### config.mk
export PLATFORM = sky130hd
export DESIGN_NAME = ffrp_ctrl
export DESIGN_NICKNAME = d
export VERILOG_FILES = /design/src/rtl/ffrp_pkg.sv /design/src/rtl/ffrp_ctrl.sv
export SDC_FILE = /design/constraint.sdc
export NUM_CORES = 1
export LEC_CHECK = 0
export ABC_AREA = 1
export BUFFER_PORTS_ARGS = -buffer_cell sky130_fd_sc_hd__buf_2
export CAP_MARGIN = 0
export CORE_UTILIZATION = 52
export DETAILED_ROUTE_END_ITERATION = 10
export GPL_TIMING_DRIVEN = 0
export PLACE_DENSITY = 0.83
export SLEW_MARGIN = 30
export SYNTH_ARGS = -nofsm -noshare
export SYNTH_HDL_FRONTEND = slang
export SYNTH_SLANG_ARGS = --single-unit
### constraint.sdc
create_clock -name aclk -period 1.95 [get_ports aclk]
set_input_delay 0.0975 -clock aclk [delete_from_list [all_inputs] [get_ports aclk]]
set_output_delay 0.0975 -clock aclk [all_outputs]
set_load 0.05 [all_outputs]
### src/rtl/ffrp_pkg.sv
`timescale 1ns / 1ps

package ffrp_pkg;

    localparam int INIT_SIDE_DEF = 64;
    localparam int MAX_SIDE_DEF  = 256;

    localparam int DIM_W      = 8;   // width_minus_one, height_minus_one, pos_x, pos_y
    localparam int LEN_W      = 9;   // true width / height, side_now
    localparam int S_TDATA_W  = 16;
    localparam int M_TDATA_W  = 32;
    localparam int M_PAD_W    = M_TDATA_W - (2 * DIM_W + LEN_W);

    typedef struct packed {
        logic clr_step;
        logic load;
        logic grow;
        logic fail;
        logic y_init;
        logic y_next;
        logic rd_init;
        logic rd_step;
        logic scan_init;
        logic scan_step;
        logic hit;
        logic mask_build;
        logic mark_rd;
        logic mark_wr;
        logic mark_next;
        logic out_load;
    } cmd_t;

    typedef struct packed {
        logic clr_last;
        logic fits;
        logic at_max;
        logic y_last;
        logic rd_last;
        logic scan_end;
        logic scan_hit;
        logic mark_last;
        logic out_busy;
    } sts_t;

endpackage

### src/rtl/ffrp_ctrl.sv
`timescale 1ns / 1ps

module ffrp_ctrl (
    input  logic             aclk,
    input  logic             aresetn,
    input  logic             s_tvalid,
    output logic             s_tready,
    output ffrp_pkg::cmd_t   cmd,
    input  ffrp_pkg::sts_t   sts
);

    typedef enum logic [10:0] {
        ST_CLEAR   = 11'b00000000001,
        ST_IDLE    = 11'b00000000010,
        ST_SIZE    = 11'b00000000100,
        ST_GROW    = 11'b00000001000,
        ST_READ    = 11'b00000010000,
        ST_RWAIT   = 11'b00000100000,
        ST_SCAN    = 11'b00001000000,
        ST_MASK    = 11'b00010000000,
        ST_MARK_RD = 11'b00100000000,
        ST_MARK_WR = 11'b01000000000,
        ST_DONE    = 11'b10000000000
    } state_t;

    state_t state_reg;
    state_t state_next;

    always_comb begin
        state_next = state_reg;
        cmd        = '0;
        s_tready   = 1'b0;
        case (state_reg)
            ST_CLEAR: begin
                cmd.clr_step = 1'b1;
                if (sts.clr_last) begin
                    state_next = ST_IDLE;
                end
            end
            ST_IDLE: begin
                s_tready = 1'b1;
                if (s_tvalid) begin
                    cmd.load   = 1'b1;
                    state_next = ST_SIZE;
                end
            end
            ST_SIZE: begin
                if (sts.fits) begin
                    cmd.y_init  = 1'b1;
                    cmd.rd_init = 1'b1;
                    state_next  = ST_READ;
                end else begin
                    state_next = ST_GROW;
                end
            end
            ST_GROW: begin
                if (sts.at_max) begin
                    cmd.fail   = 1'b1;
                    state_next = ST_DONE;
                end else begin
                    cmd.grow   = 1'b1;
                    state_next = ST_SIZE;
                end
            end
            ST_READ: begin
                cmd.rd_step = 1'b1;
                if (sts.rd_last) begin
                    state_next = ST_RWAIT;
                end
            end
            ST_RWAIT: begin
                cmd.scan_init = 1'b1;
                state_next    = ST_SCAN;
            end
            ST_SCAN: begin
                if (sts.scan_end) begin
                    if (sts.y_last) begin
                        state_next = ST_GROW;
                    end else begin
                        cmd.y_next  = 1'b1;
                        cmd.rd_init = 1'b1;
                        state_next  = ST_READ;
                    end
                end else if (sts.scan_hit) begin
                    cmd.hit    = 1'b1;
                    state_next = ST_MASK;
                end else begin
                    cmd.scan_step = 1'b1;
                end
            end
            ST_MASK: begin
                cmd.mask_build = 1'b1;
                state_next     = ST_MARK_RD;
            end
            ST_MARK_RD: begin
                cmd.mark_rd = 1'b1;
                state_next  = ST_MARK_WR;
            end
            ST_MARK_WR: begin
                cmd.mark_wr = 1'b1;
                if (sts.mark_last) begin
                    state_next = ST_DONE;
                end else begin
                    cmd.mark_next = 1'b1;
                    state_next    = ST_MARK_RD;
                end
            end
            ST_DONE: begin
                if (!sts.out_busy) begin
                    cmd.out_load = 1'b1;
                    state_next   = ST_IDLE;
                end
            end
            default: begin
                state_next = ST_CLEAR;
            end
        endcase
    end

    always_ff @(posedge aclk) begin
        if (!aresetn) begin
            state_reg <= ST_CLEAR;
        end else begin
            state_reg <= state_next;
        end
    end

endmodule

After elaboration in Yosys (flattened, before gate mapping). Index checks and enable logic that the tools add are counted.

Register bits: 11. Bits in latches: 0. Memory bits (writable): 0. Memory bits (read-only): 0. Bits of input ports: 12. Output and inout port bits: 17. Word-level logic and storage cells: 54. Memories: 0.

Add/subtract/negate cells: 0. $mul: 0. Div/mod/pow operators: 0. $lt $le $gt $ge: 0. Eq/ne operators: 16. Shift-type cells: 0. Muxes and demuxes: 36. Bitwise logic cells: 0. Reduce and logical (&&, ||, !) cells: 1.

Operator list (count): case mux 11 bit (11 select lines) (1); 2-to-1 mux 11 bit (8); 2-to-1 mux 1 bit (18); 2-to-1 mux 2 bit (6); equality test 11 x 1 -> 1 bit, second input constant (1); equality test 11 x 10 -> 1 bit, second input constant (1); equality test 11 bit, second input constant (1); equality test 11 x 2 -> 1 bit, second input constant (1); equality test 11 x 3 -> 1 bit, second input constant (1); equality test 11 x 4 -> 1 bit, second input constant (1); equality test 11 x 5 -> 1 bit, second input constant (1); equality test 11 x 6 -> 1 bit, second input constant (1); equality test 11 x 7 -> 1 bit, second input constant (1); equality test 11 x 8 -> 1 bit, second input constant (1); equality test 11 x 9 -> 1 bit, second input constant (1); 2-to-1 mux 5 bit (2); inequality test 2 bit, second input constant (4); AND reduction 5 bit (1); inequality test 3 bit, second input constant (1); case mux 1 bit (2 select lines) (1).

Logic depth before layout (Yosys ltp).
Depth in word-level cells: 3. Gate-level depth with buffers: 10. Depth with buffers taken out: 10.

Worst setup path after synthesis. OpenSTA, ideal clock, no wires.

Kind: register to register. From: reg state_reg[0]. To: reg state_reg[8]. Data arrival time: 1.697 ns. Slack: 0.192 ns. Cell stages (with the launch flop): 7. Path buffers: 0. Period minus slack after synthesis: 1.758 ns. Path through: dfxtp_1 nor2_2 nand2_2 nor2_2 nand2_1 nor2_1 o21a_1.

Cells in the longest elaborated chain, start to end: 3. Elaborated cells on any way between the ends: 18. Those cells by class: 16 x eq/ne; 1 x mux; 1 x reduce/logical.

Ends and longest elaborated chain: start: declaration (line ffrp_ctrl.sv:26) `state_t state_reg;`; start signal: assignment (line ffrp_ctrl.sv:124) `state_reg <= state_next;`; equality test 11 x 7 -> 1 bit, or another cell as far along (line ffrp_ctrl.sv:33) `case (state_reg)`; inequality test 3 bit (no source line) / inequality test 2 bit (equally long branches); AND reduction 5 bit (no source line).

Several ways; a longest one is shown, not always the timed one. A chain may end at the register's enable or synchronous reset.

==> flow_summary_export.csv <==
group,metric,value,unit
sta,relSlewSlack,75.9,%
pwr,seqPwrFrac,29.8,%
sta,worst_pin_slew,358,ps
floorplanning,boundaryPins,29,
grt,grt_pass1_wl,3160,um
logic_synthesis,ys_seq_area_share,26.3,%
placed_design,hpwlAfterDp,1480,um
routing,drt_iter0_markers,32,
sta,grt_setup_unrepaired,"false",
setup_path,critPathKind,"reg -> out",
cts,cts_buffers,3,
grt,track_usage,23.5,%
pwr,switching_power,462,uW
logic_synthesis,syn_inst,123,
setup_path,reg2regPathDepth,9,
floorplanning,chipWidth,42.1,um
setup_path,cp.required,1850,ps
sta,fin_tns_setup,0,ps
finish,multi_input_area,509,um^2
logic_synthesis,syn_area,836,um^2
worst_hold_path,min_delay_path_depth,2,
cts,cts_tree,"yes",
routing,vias,891,
grt,antenna_found_initial,0,
pwr,ir_drop,0.552,mV
finish,layout_common_cells,"28 x buf_2, 25 x inv_1, 20 x nand2_1",
placed_design,portBuffers,28,
worst_hold_path,whs_endpoint,"state_reg[0]$_SDFFE_PN1P_",
sta,clock_skew,0.392,ps
finish,num_antenna_cells,0,
cts,cts.sink_count,11,
worst_hold_path,hp-class,"in -> reg",
placed_design,gp_congestion,0.800,
logic_synthesis,yosysTopAreaCell,"dfxtp_1",
routing,routed_wl,1870,um
logic_synthesis,synth_nets,135,
pwr,comb_power_share,54.0,%
sta,hold_violations,0,
cts,cts_setup_buffers,0,
finish,final_common_cell,"buf_2",
finish,fill_cells,145,
finish,nets,168,
grt,grt_overflow,0,
routing,dr.pass1.iters,4,
floorplanning,die_height,42.1,um
finish,fin_util,67.9,%
logic_synthesis,dominantRegCellSynth,"dfxtp_1",
floorplanning,dieArea,1770,um^2
finish,regArea,220,um^2
sta,period_share,92.8,%
cts,clockBufferDepth,2,
finish,largest_reg_flops,11,
sta,final-setup-viol-count,0,
logic_synthesis,ys_ff_latch,11,
pwr,pwr-share-clk,16.2,%
sta,post-route-min-period,1810,ps
grt,grt_pass1_vias,800,
finish,final_cells,171,
sta,max_freq,0.552,GHz
floorplanning,initial_core_util,55.5,%
floorplanning,core,1510,um^2
logic_synthesis,avgSynthCellArea,6.80,um^2
pwr,power.density,938,nW/um^2
finish,area_growth,22.3,%
cts,clockRootBuffer,"clkbuf_4",
routing,drtAntennaViolNets,0,
job,maxCapViolations,0,
floorplanning,rows,14,
cts,path_clk_slew,70,ps
pwr,p_leak,0.000645,uW
setup_path,end_kind,"primary output",
logic_synthesis,async_flop_share,0,%
logic_synthesis,synth_area_leaders,"dfxtp_1 26%, inv_1 11%, nand2_1 9.0%",
pwr,p_sw_share,48.2,%
cts,clock_latency,270,ps
routing,viasPerCell,5.21,
setup_path,critical_path.max_fanout,3,
logic_synthesis,yosysUniqueCellTypes,27,
setup_path,r2r_start,"state_reg[4]$_SDFFE_PN0P_",
worst_hold_path,hold_start,"aresetn",
routing,wl_per_cell,10.9,um
cts,cts_max_level,1,
setup_path,arrival,1710,ps
run_status,status,"completed",
pwr,intPower,497,uW
placed_design,dp.cells,167,
cts,holdBufCountCts,0,
cts,cts.repair.resized,0,
logic_synthesis,yosysWarnings,0,
sta,finalMaxSlewViolations,0,
setup_path,regToRegEndpoint,"state_reg[4]$_SDFFE_PN0P_",
setup_path,reg2reg_slack,540,ps
logic_synthesis,netlist.area_leader.share,26.3,%
setup_path,crit_path_start_kind,"flop",
logic_synthesis,synth-edff-count,0,
routing,drcViolationCount,0,
grt,grt_max_degree,8,
finish,drive_gt1_share,38.7,%
==> routing by layer <==
layer | share of wire, % | global-route usage, %
met5 | 0 | 0
met4 | 1.7 | 10.6
met3 | 6.6 | 5.60
met2 | 49 | 41.9
met1 | 43 | 26.2
==> synthesized netlist by cell type (2+ instances only) <==
cell	number
nor2_4	5
nand2_4	4
nand2_1	20
inv_1	25
nor3_1	2
inv_2	2
dfxtp_1	11
a21oi_1	2
nand4_1	4
nor2_1	15
nand2_2	4
nor2_2	7
nand3_1	7
nand3_2	2
==> critical path, stage by stage (launching register included) <==
cell and delay, ps:
dfxtp_1 340, nor2_4 160, nor3b_2 280, nand2_2 100, nor2_2 120, nand2_2 70
o21ai_2 70, buf_2 290
==> per-stage QoR <==
stage | setup WS [ps] | hold slack, ps | cell area [um^2] | power (uW)
final | 140 | 86.1 | 1020 | 959
after global routing | 61.4 | 92.0 | 1020 | 1040
after CTS | 161 | 87.9 | 1020 | 958
after detailed placement | 456 | 368 | 996 | 805
after global placement | 489 | 364 | 996 | 792
after floorplan | 192 | 182 | 836 | 710
==> power groups by stage <==
stage,clock network (uW),logic (uW),registers [uW]
5_1_grt,173,573,290
3_5_place_dp,0,514,291
2_1_floorplan,0,425,285
4_1_cts,156,516,286
3_3_place_gp,0,504,289
6_report,156,518,286
==> final cells by class <==
| cell class | instances | area share [%] |
|---|---|---|
| Sequential cell | 11 | 21.5 |
| Tap cell | 16 | 1.96 |
| Timing Repair Buffer | 28 | 13.7 |
| Clock buffer | 4 | 2.57 |
| Inverter | 28 | 10.4 |
| Multi-Input combinational cell | 84 | 49.8 |
==> cell families (layout without fill, tap and decap cells) <==
kind of cell           count (synthesis)  in the layout  share of synthesized area, %
DFF                                   11             11                          26.3
buffers and inverters                 28             60                          12.7
and+or+nand+nor                       78             78                          56.3
AOI/OAI and AO/OA                      6              6                          4.64
==> worst max-delay path by stage <==
stage	slack [ps]	cells after the start	to	startpoint
after floorplan	190	6	state_reg[8]$_SDFFE_PN0P_	state_reg[0]$_SDFFE_PN1P_
after global placement	490	8	cmd[9]	state_reg[0]$_SDFFE_PN1P_
after detailed placement	460	8	cmd[9]	state_reg[0]$_SDFFE_PN1P_
after CTS	160	8	cmd[9]	state_reg[8]$_SDFFE_PN0P_
after global routing	60	8	cmd[9]	state_reg[8]$_SDFFE_PN0P_
final	140	7	cmd[9]	state_reg[4]$_SDFFE_PN0P_
Note: power is estimated with default switching activity, not from simulation.
